<file path="config.mk">
export PLATFORM = sky130hd
export DESIGN_NAME = time_sync_poll_controller
export DESIGN_NICKNAME = d
export VERILOG_FILES = /design/src/design/tspc_pkg.sv /design/src/design/tspc_cfg_regs.sv /design/src/design/tspc_engine.sv /design/src/design/time_sync_poll_controller.sv
export SDC_FILE = /design/constraint.sdc
export NUM_CORES = 2
export LEC_CHECK = 0
export ABC_AREA = 1
export CORE_ASPECT_RATIO = 0.5
export CORE_MARGIN = 5
export CORE_UTILIZATION = 59
export DETAILED_ROUTE_END_ITERATION = 12
export DONT_BUFFER_PORTS = 1
export GPL_TIMING_DRIVEN = 0
export PLACE_DENSITY = 0.85
export SYNTH_ARGS = -nofsm -noshare
export SYNTH_HDL_FRONTEND = slang
export SYNTH_SLANG_ARGS = --single-unit
</file>
<file path="constraint.sdc">
create_clock -name clk -period 8.47 [get_ports clk]
set_clock_uncertainty 0.05 [all_clocks]
set_input_delay 0.847 -clock clk [delete_from_list [all_inputs] [get_ports clk]]
set_output_delay 0.847 -clock clk [all_outputs]
set_load 0.01 [all_outputs]
</file>
<file path="src/design/tspc_pkg.sv">
package tspc_pkg;

	typedef enum logic [2:0] {
		MODE_IDLE  = 3'd0,
		MODE_TEST  = 3'd1,
		MODE_LINK  = 3'd2,
		MODE_WAIT  = 3'd3,
		MODE_REPLY = 3'd4
	} mode_t;

	localparam logic [1:0] ACT_POLL  = 2'd0;
	localparam logic [1:0] ACT_NET   = 2'd1;
	localparam logic [1:0] ACT_START = 2'd2;

	localparam logic [2:0] REG_MAX_DRIFT       = 3'd0;
	localparam logic [2:0] REG_MIN_POLL        = 3'd1;
	localparam logic [2:0] REG_MAX_POLL        = 3'd2;
	localparam logic [2:0] REG_POLL_STEP       = 3'd3;
	localparam logic [2:0] REG_INITIAL_POLL    = 3'd4;
	localparam logic [2:0] REG_REQUEST_RETRIES = 3'd5;
	localparam logic [2:0] REG_REPLY_TIMEOUT   = 3'd6;
	localparam logic [2:0] REG_RTC_TEST_MS     = 3'd7;

	localparam logic [31:0] DRIFT_PERIOD   = 32'd600;
	localparam logic [31:0] SYNC_TOLERANCE = 32'd60;
	localparam logic [31:0] SET_THRESHOLD  = 32'd1;
	localparam logic [19:0] INTERVAL_MAX   = 20'hFFFFF;
	localparam logic [19:0] INIT_INTERVAL  = 20'd3600;
	localparam logic [15:0] BAD_MAX        = 16'hFFFF;

	typedef struct packed {
		logic [15:0] max_drift;
		logic [19:0] min_poll_interval;
		logic [19:0] max_poll_interval;
		logic [15:0] poll_step;
		logic [7:0]  request_retries;
		logic [7:0]  reply_timeout;
		logic [15:0] rtc_test_ms;
	} cfg_t;

	typedef struct packed {
		logic [1:0]  action;
		logic [31:0] now_sec;
		logic [31:0] now_ms;
		logic [31:0] rtc_time;
		logic        rtc_detected;
		logic        link_up;
		logic        reply_valid;
		logic [31:0] reply_time;
	} item_t;

	typedef struct packed {
		mode_t              sync_state;
		logic [1:0]         requests_sent;
		logic               open_socket;
		logic               set_system;
		logic               set_rtc;
		logic [31:0]        new_time;
		logic [19:0]        poll_interval;
		logic               rtc_present;
		logic signed [31:0] rtc_drift;
		logic [15:0]        bad_readings;
	} res_t;

endpackage

</file>
<file path="src/design/tspc_cfg_regs.sv">
module tspc_cfg_regs (
	input  logic             clk,
	input  logic             arst_n,
	input  logic             cfg_valid,
	output logic             cfg_ready,
	input  logic [2:0]       cfg_index,
	input  logic [31:0]      cfg_data,
	output tspc_pkg::cfg_t   cfg
);
	import tspc_pkg::*;

	cfg_t cfg_q;

	assign cfg_ready = 1'b1;
	assign cfg     = cfg_q;

	// the initial interval only matters at reset, so a write to it is dropped
	always_ff @(posedge clk or negedge arst_n) begin
		if (!arst_n) begin
			cfg_q.max_drift         <= 16'd5;
			cfg_q.min_poll_interval <= 20'd60;
			cfg_q.max_poll_interval <= 20'd86400;
			cfg_q.poll_step         <= 16'd60;
			cfg_q.request_retries   <= 8'd3;
			cfg_q.reply_timeout     <= 8'd5;
			cfg_q.rtc_test_ms       <= 16'd2000;
		end else if (cfg_valid && cfg_ready) begin
			case (cfg_index)
				REG_MAX_DRIFT:       cfg_q.max_drift         <= cfg_data[15:0];
				REG_MIN_POLL:        cfg_q.min_poll_interval <= cfg_data[19:0];
				REG_MAX_POLL:        cfg_q.max_poll_interval <= cfg_data[19:0];
				REG_POLL_STEP:       cfg_q.poll_step         <= cfg_data[15:0];
				REG_REQUEST_RETRIES: cfg_q.request_retries   <= cfg_data[7:0];
				REG_REPLY_TIMEOUT:   cfg_q.reply_timeout     <= cfg_data[7:0];
				REG_RTC_TEST_MS:     cfg_q.rtc_test_ms       <= cfg_data[15:0];
				default: begin
				end
			endcase
		end
	end

endmodule

</file>
<file path="src/design/tspc_engine.sv">
module tspc_engine (
	input  logic            clk,
	input  logic            arst_n,
	input  logic            en,
	input  tspc_pkg::item_t item,
	input  tspc_pkg::cfg_t  cfg,
	output tspc_pkg::res_t  res
);
	import tspc_pkg::*;

	function automatic logic [31:0] mag32(input logic [31:0] d);
		mag32 = d[31] ? (32'd0 - d) : d;
	endfunction

	function automatic logic [31:0] sat_add(input logic [31:0] a, input logic [31:0] b);
		logic [32:0] s;
		s = {1'b0, a} + {1'b0, b};
		sat_add = s[32] ? 32'hFFFF_FFFF : s[31:0];
	endfunction

	mode_t       mode_q, mode_d;
	logic        rtc_ok_q, rtc_ok_d;
	logic [31:0] rtc_start_q, rtc_start_d;
	logic [31:0] test_deadline_q, test_deadline_d;
	logic [31:0] next_req_q, next_req_d;
	logic [31:0] last_check_q, last_check_d;
	logic [31:0] reply_deadline_q, reply_deadline_d;
	logic [7:0]  retries_q, retries_d;
	logic [31:0] prev_rtc_q, prev_rtc_d;
	logic [19:0] interval_q, interval_d;
	logic [31:0] drift_q, drift_d;
	logic [15:0] bad_q, bad_d;

	logic is_start, is_net, is_poll;
	logic in_test, in_link, in_wait, in_reply;

	// time update, shared by start and server reply
	logic        upd_en;
	logic [31:0] upd_nt, upd_after;
	logic        upd_rtc_ok, upd_setsys, upd_setrtc;
	logic [31:0] d_sys, d_rtc;
	logic [19:0] upd_interval;
	logic [20:0] grown;

	logic [31:0] ms_diff;
	logic        test_pass, test_fail;
	logic        net_down, link_send;
	logic [32:0] check_due_at;
	logic        drift_due, drift_big, drift_back, drift_send, bad_inc, due_send;
	logic [31:0] drift_new;
	logic        reply_tmo, retry, wait_enter, send_any;
	logic [31:0] wait_sys;
	logic [19:0] wait_int;

	assign is_start = (item.action == ACT_START);
	assign is_net   = (item.action == ACT_NET);
	assign is_poll  = (item.action == ACT_POLL);
	assign in_test  = (mode_q == MODE_TEST);
	assign in_link  = (mode_q == MODE_LINK);
	assign in_wait  = (mode_q == MODE_WAIT);
	assign in_reply = (mode_q == MODE_REPLY);

	always_comb begin
		upd_nt     = is_start ? item.rtc_time : item.reply_time;
		upd_rtc_ok = is_start ? item.rtc_detected : rtc_ok_q;
		d_sys      = mag32(item.now_sec - upd_nt);
		d_rtc      = mag32(item.rtc_time - upd_nt);
		upd_setsys = (d_sys > SET_THRESHOLD);
		upd_setrtc = upd_rtc_ok && (d_rtc > SET_THRESHOLD);
		upd_after  = upd_setsys ? upd_nt : item.now_sec;
		grown      = {1'b0, interval_q} + {4'b0, cfg.poll_step, 1'b0};
		upd_interval = interval_q;
		if (d_sys > {16'b0, cfg.max_drift}) begin
			if (cfg.min_poll_interval < interval_q) begin
				upd_interval = (interval_q > {4'b0, cfg.poll_step}) ?
					interval_q - {4'b0, cfg.poll_step} : 20'd0;
			end
		end else if (cfg.max_poll_interval > interval_q) begin
			upd_interval = grown[20] ? INTERVAL_MAX : grown[19:0];
		end
	end

	assign upd_en = (is_start && item.rtc_detected) ||
		(is_poll && in_reply && item.reply_valid);

	assign ms_diff   = item.now_ms - test_deadline_q;
	assign test_pass = is_poll && in_test && rtc_ok_q && (item.rtc_time > rtc_start_q);
	assign test_fail = is_poll && in_test && !test_pass &&
		(ms_diff != 32'd0) && !ms_diff[31];

	assign net_down  = is_net && (in_wait || in_reply) && !item.link_up;
	assign link_send = is_poll && in_link && item.link_up;

	assign check_due_at = {1'b0, last_check_q} + {1'b0, DRIFT_PERIOD};
	assign drift_due  = is_poll && in_wait && rtc_ok_q &&
		({1'b0, item.now_sec} >= check_due_at);
	assign drift_new  = item.rtc_time - item.now_sec;
	assign drift_big  = (mag32(drift_new) >= SYNC_TOLERANCE);
	assign drift_back = (item.rtc_time < prev_rtc_q);
	assign drift_send = drift_due && drift_big && !drift_back;
	assign bad_inc    = drift_due && drift_big && drift_back;
	assign due_send   = is_poll && in_wait && (item.now_sec > next_req_q);

	assign reply_tmo  = is_poll && in_reply && !item.reply_valid &&
		(item.now_sec >= reply_deadline_q);
	assign retry      = reply_tmo && (retries_q != 8'd0);
	assign wait_enter = (upd_en && !is_start) || (reply_tmo && (retries_q == 8'd0));
	assign send_any   = link_send || drift_send || due_send || retry;

	// after a reply, wait from the corrected system time and the new interval
	assign wait_sys = upd_en ? upd_after : item.now_sec;
	assign wait_int = upd_en ? upd_interval : interval_q;

	always_comb begin
		mode_d = mode_q;
		if (is_start) begin
			mode_d = MODE_TEST;
		end else if (net_down || test_pass || test_fail) begin
			mode_d = MODE_LINK;
		end else if (send_any) begin
			mode_d = MODE_REPLY;
		end else if (wait_enter) begin
			mode_d = MODE_WAIT;
		end
	end

	always_comb begin
		rtc_ok_d = rtc_ok_q;
		if (is_start) begin
			rtc_ok_d = item.rtc_detected;
		end else if (test_fail) begin
			rtc_ok_d = 1'b0;
		end
		rtc_start_d = rtc_start_q;
		test_deadline_d = test_deadline_q;
		if (is_start) begin
			rtc_start_d     = item.rtc_detected ? item.rtc_time : 32'd0;
			test_deadline_d = item.now_ms + {16'b0, cfg.rtc_test_ms};
		end
		next_req_d   = wait_enter ? sat_add(wait_sys, {12'b0, wait_int}) : next_req_q;
		last_check_d = wait_enter ? wait_sys : (drift_due ? item.now_sec : last_check_q);
		reply_deadline_d = send_any ?
			sat_add(item.now_sec, {24'b0, cfg.reply_timeout}) : reply_deadline_q;
		retries_d = retries_q;
		if (wait_enter) begin
			retries_d = cfg.request_retries;
		end else if (retry) begin
			retries_d = retries_q - 8'd1;
		end
		prev_rtc_d = (upd_en && upd_setrtc) ? upd_nt : prev_rtc_q;
		interval_d = upd_en ? upd_interval : interval_q;
		drift_d    = drift_due ? drift_new : drift_q;
		bad_d      = (bad_inc && (bad_q != BAD_MAX)) ? bad_q + 16'd1 : bad_q;

		res.sync_state    = mode_d;
		res.requests_sent = {1'b0, link_send} + {1'b0, drift_send} +
			{1'b0, due_send} + {1'b0, retry};
		res.open_socket   = link_send;
		res.set_system    = upd_en && upd_setsys;
		res.set_rtc       = upd_en && upd_setrtc;
		res.new_time      = (res.set_system || res.set_rtc) ? upd_nt : 32'd0;
		res.poll_interval = interval_d;
		res.rtc_present   = rtc_ok_d;
		res.rtc_drift     = drift_d;
		res.bad_readings  = bad_d;
	end

	always_ff @(posedge clk or negedge arst_n) begin
		if (!arst_n) begin
			mode_q           <= MODE_IDLE;
			rtc_ok_q         <= 1'b0;
			rtc_start_q      <= 32'd0;
			test_deadline_q  <= 32'd0;
			next_req_q       <= 32'd0;
			last_check_q     <= 32'd0;
			reply_deadline_q <= 32'd0;
			retries_q        <= 8'd0;
			prev_rtc_q       <= 32'd0;
			interval_q       <= INIT_INTERVAL;
			drift_q          <= 32'd0;
			bad_q            <= 16'd0;
		end else if (en) begin
			mode_q           <= mode_d;
			rtc_ok_q         <= rtc_ok_d;
			rtc_start_q      <= rtc_start_d;
			test_deadline_q  <= test_deadline_d;
			next_req_q       <= next_req_d;
			last_check_q     <= last_check_d;
			reply_deadline_q <= reply_deadline_d;
			retries_q        <= retries_d;
			prev_rtc_q       <= prev_rtc_d;
			interval_q       <= interval_d;
			drift_q          <= drift_d;
			bad_q            <= bad_d;
		end
	end

endmodule

</file>
<file path="src/design/time_sync_poll_controller.sv">
// Time synchronisation sequencer for a network time server with RTC backup.
// Input channel (in_valid / in_stall): one event per request - poll, network
// change or start - with the system seconds, millisecond counter, RTC
// reading, link state and any server reply. Output channel (out_valid /
// out_stall): exactly one result per event, carrying the mode after the
// event, request count, open-socket and set-time pulses, and status.
// Configuration (cfg_valid / cfg_ready, always ready) must be written by the
// user while idle; the block itself does not enforce this. The event is
// registered, evaluated combinationally against the sequencer state, and the
// result is registered. Throughput: one event per cycle when not stalled.
// Reset puts the sequencer in idle with an interval of 3600 s and the
// default register values; both channels come up empty.
// When the receiver stalls, the result register holds and the input stage
// still fills once; in_stall then rises until the result is taken.
module time_sync_poll_controller (
	input  logic        clk,
	input  logic        arst_n,

	input  logic        in_valid,
	output logic        in_stall,
	input  logic [1:0]  action,
	input  logic [31:0] now_sec,
	input  logic [31:0] now_ms,
	input  logic [31:0] rtc_time,
	input  logic        rtc_detected,
	input  logic        link_up,
	input  logic        reply_valid,
	input  logic [31:0] reply_time,

	output logic        out_valid,
	input  logic        out_stall,
	output logic [2:0]  sync_state,
	output logic [1:0]  requests_sent,
	output logic        open_socket,
	output logic        set_system,
	output logic        set_rtc,
	output logic [31:0] new_time,
	output logic [19:0] poll_interval,
	output logic        rtc_present,
	output logic signed [31:0] rtc_drift,
	output logic [15:0] bad_readings,

	input  logic        cfg_valid,
	output logic        cfg_ready,
	input  logic [2:0]  cfg_index,
	input  logic [31:0] cfg_data
);
	import tspc_pkg::*;

	cfg_t  cfg;
	item_t item_s1;
	logic  valid_s1;
	res_t  res_comb;
	res_t  res_q;
	logic  out_valid_q;
	logic  advance;
	logic  load_s1;

	tspc_cfg_regs u_cfg (
		.clk       (clk),
		.arst_n    (arst_n),
		.cfg_valid (cfg_valid),
		.cfg_ready (cfg_ready),
		.cfg_index (cfg_index),
		.cfg_data  (cfg_data),
		.cfg       (cfg)
	);

	tspc_engine u_engine (
		.clk    (clk),
		.arst_n (arst_n),
		.en     (advance),
		.item   (item_s1),
		.cfg    (cfg),
		.res    (res_comb)
	);

	// move the staged request on when the result register is free or draining
	assign advance  = valid_s1 && (!out_valid_q || !out_stall);
	assign in_stall = valid_s1 && !advance;
	assign load_s1  = in_valid && !in_stall;

	always_ff @(posedge clk or negedge arst_n) begin
		if (!arst_n) begin
			valid_s1 <= 1'b0;
		end else if (load_s1 || advance) begin
			valid_s1 <= load_s1;
		end
	end

	always_ff @(posedge clk) begin
		if (load_s1) begin
			item_s1.action       <= action;
			item_s1.now_sec      <= now_sec;
			item_s1.now_ms       <= now_ms;
			item_s1.rtc_time     <= rtc_time;
			item_s1.rtc_detected <= rtc_detected;
			item_s1.link_up      <= link_up;
			item_s1.reply_valid  <= reply_valid;
			item_s1.reply_time   <= reply_time;
		end
	end

	always_ff @(posedge clk or negedge arst_n) begin
		if (!arst_n) begin
			out_valid_q <= 1'b0;
		end else if (advance) begin
			out_valid_q <= 1'b1;
		end else if (!out_stall) begin
			out_valid_q <= 1'b0;
		end
	end

	always_ff @(posedge clk) begin
		if (advance) begin
			res_q <= res_comb;
		end
	end

	assign out_valid     = out_valid_q;
	assign sync_state    = res_q.sync_state;
	assign requests_sent = res_q.requests_sent;
	assign open_socket   = res_q.open_socket;
	assign set_system    = res_q.set_system;
	assign set_rtc       = res_q.set_rtc;
	assign new_time      = res_q.new_time;
	assign poll_interval = res_q.poll_interval;
	assign rtc_present   = res_q.rtc_present;
	assign rtc_drift     = res_q.rtc_drift;
	assign bad_readings  = res_q.bad_readings;

endmodule

</file>
==> flow_summary.yaml <==
power_and_ir_drop:
  internal-power_mw: 7.32
  pwr-share-clk: 0.227
  power_frac_comb: 0.448
  leakage_nw: 23.4
  p_sw_frac: 0.428
  p_sw_mw: 5.47
  powerDensity_nw_per_um2: 259
  seqPwrFrac: 0.325
  ir_worst_vdd_mv: 0.181
floorplanning:
  design.core.area_um2: 75300
  die_h_um: 205
  dieArea_um2: 82200
  row_count: 71
  start_util: 0.597
  pin_count: 285
  dieWidth_um: 401
yosys:
  synth_xor_area_frac: 0.0504
  yosysMostFrequentCell: "nand2_1"
  yosysSeqAreaShare: 0.373
  synth_top_family_by_area: "simple AND/OR/NAND/NOR gates"
  synth_common_cells: "1352 x nand2_1, 765 x inv_1, 487 x o21ai_0"
  syn_avg_cell_area_um2: 7.66
  synth_warnings: 0
  ys_ff_latch: 620
  syn_area_um2: 45000
  synth_mux_area_frac: 0.000695
  syn_inst: 5874
  yosys.area_share.simple: 0.237
  synth-compound-area-share: 0.144
  ys_top_cells_by_area: "dfrtp_1 19%, edfxtp_1 16%, nand2_1 11%, ha_1 11%, inv_1 6.4%"
  yosysTopAreaCell: "dfrtp_1"
  synthFlopType: "dfrtp_1"
  synth_top_area_share: 0.194
  synthArstFlopShare: 0.610
  synthAdderAreaFrac: 0.115
  synth_edf_count: 242
  yosysUniqueCellTypes: 73
  synth.net_count: 6456
cts:
  cts.sinks: 620
  htree_levels: 2
  numCtsBuffers: 56
  cts_tree: "yes"
  path_clk_slew_ns: 0.07
  clk_latency_ns: 0.69
  cts_root_buffer: "clkbuf_16"
  clk_path_buf_depth: 3
grt:
  grt.total_usage: 0.372
  antenna_found_initial: 11
  overflow: 0
  grt_util_met2: 0.575
  grt_pass1_wl_um: 237000
  use_met3: 0.0943
  grt_pass1_vias: 40700
  grt_max_degree: 379
  met1_usage: 0.506
  top_usage_layer: "met2"
setup_path:
  path_common_cell: "nand2_1"
  worstSetupPathType: "register to register"
  crit_path_max_incr_delay_ns: 0.49
  critPathCaptureType: "register"
  start_kind: "register"
  worst-path-max-fanout: 10
  cp_data_required_time_ns: 8.95
  r2r_slack_ns: 0.24
  slowest_stage: "edfxtp_1"
  timing.rr.end: "u_engine.next_req_q[15]$_DFFE_PN0P_"
  worst_r2r_path_depth: 54
  timing.rr.start: "item_s1[131]$_DFFE_PP_"
  cp.arrival_ns: 8.71
detailed_routing:
  initialDrtViolationCount: 5550
  ant_nets: 0
  routed_wl_um: 159000
  first_pass_iters: 9
  vias_per_cell: 6.15
  drc_errors: 0
  vias: 43500
  drt-wirelength-per-cell_um: 22.5
place:
  post-dp-hpwl_um: 123000
  gp_congestion: 1.02
  place_ws_ns: -2.43
  port_buffers: 0
job:
  max_cap_viol_count: 0
sta:
  worstMarginPinSlew_ns: 1.35
  period_needed_ns: 8.23
  rsz0062_at_grt: "yes"
  setup_viol: 0
  period_share: 0.972
  max_freq_mhz: 122
  hold_violations: 269
  finalSetupTns_ns: 0
  drv_slew: 0
  worst_slack_ns: 0.240
  whs_ns: -0.162
  maxSlewHeadroom: 0.103
outcome:
  outcome: "finished with violations"
  violations: "hold timing"
cells_and_area:
  area_growth_pct: 10.0
  layout.nets: 6570
  drive_gt1_frac: 0.0734
min_path:
  hp-class: "input port to asynchronous set/reset pin"
stage by stage:
stage,total power [mW],hold WS [ns],utilization,cells,area [um^2]
global route,13.6,-0.175,0.657,7058,49500
finish,12.8,-0.162,0.657,7061,49500
CTS,12.5,-0.181,0.649,7035,48900
global placement,9.26,0.405,0.614,6896,46300
detailed placement,9.48,0.409,0.617,6915,46500
floorplan,7.98,0.386,-,5874,45000
kinds of logic (layout without fill, tap and decap cells):
family | count (synthesis) | after routing
xor+xnor | 259 | 259
fa+ha+maj | 409 | 409
other cells | 1 | 4
buf+inv | 934 | 1096
mux | 3 | 3
simple gates | 2474 | 2474
compound gates | 1174 | 1174
flops | 620 | 620
worst max path at each step:
stage	start	to	cells past startpoint
finish	item_s1[131]$_DFFE_PP_	u_engine.next_req_q[15]$_DFFE_PN0P_	54
global route	item_s1[132]$_DFFE_PP_	u_engine.next_req_q[27]$_DFFE_PN0P_	56
CTS	item_s1[131]$_DFFE_PP_	u_engine.next_req_q[14]$_DFFE_PN0P_	52
detailed placement	item_s1[131]$_DFFE_PP_	u_engine.next_req_q[21]$_DFFE_PN0P_	53
global placement	item_s1[131]$_DFFE_PP_	u_engine.next_req_q[27]$_DFFE_PN0P_	53
floorplan	item_s1[131]$_DFFE_PP_	u_engine.next_req_q[8]$_DFFE_PN0P_	53
power by group through the flow:
stage	Clock [mW]	Sequential (mW)	Combinational [mW]
2_1_floorplan	0	4.02	3.95
3_3_place_gp	0	4.19	5.07
3_5_place_dp	0	4.19	5.29
4_1_cts	2.90	4.13	5.43
5_1_grt	3.03	4.19	6.35
6_report	2.90	4.16	5.73
sequential cells by signal, indices dropped and copies added (netlist names), 32 cells and up:
signal / flops
u_engine.last_check_q: 32
u_cfg.cfg: 104
new_time: 32
u_engine.rtc_start_q: 32
u_engine.reply_deadline_q: 32
u_engine.next_req_q: 32
u_engine.prev_rtc_q: 32
item_s1: 133
u_engine.drift_q: 32
rtc_drift: 32
u_engine.test_deadline_q: 32
cell type report:
type	count	area, um^2
antenna	3	7.51
fill	6357	25800
sequential	620	16800
inverter	790	2980
tap	1022	1280
clock inverter	48	594
clock buffer	58	1450
multi-input combinational	4320	25200
buffer	144	751
timing repair buffer	56	502
placed cells by master (no fill, tap or decap), types with 20 or more instances in the layout:
cell / instances
nor3_1: 67
nand2_1: 1340
nor2_1: 440
a21oi_1: 387
ha_1: 386
or2_2: 29
edfxtp_1: 242
clkbuf_16: 58
dfrtp_1: 349
dfstp_2: 29
o21ai_1: 56
xor2_1: 193
buf_4: 51
nor4_1: 31
o221ai_1: 21
nand2_2: 33
clkbuf_1: 97
inv_2: 24
o22ai_1: 56
xnor2_1: 64
o211ai_1: 31
nand3_1: 313
nand4_1: 132
o21ai_2: 20
o21ai_0: 454
inv_1: 756
metal layers:
layer  wire (um)  up-vias
li1            -    20000
met4        6960        8
met1       63800    20600
met5          77        -
met2       68600     2449
met3       19400      452
worst max-delay path, delay by kind of cell (launching register included):
kind / cells / cell delay, ns
xor gates and xnor gates: 1 / 0.16
and+or+nand+nor: 30 / 3.31
adders and majority gates: 2 / 0.75
AOI/OAI and AO/OA: 10 / 1.67
DFF: 1 / 0.49
buffers and inverters: 11 / 1.61
repair_timing:
item / CTS / global route
pin swaps: 8 / 27
cloned: 0 / 0
setup endpoints to repair: 37 / 32
buffers inserted: 14 / 22
hold endpoints to repair: 349 / 349
gates resized for setup: 81 / 106
Power figures use the tool's default switching activity.
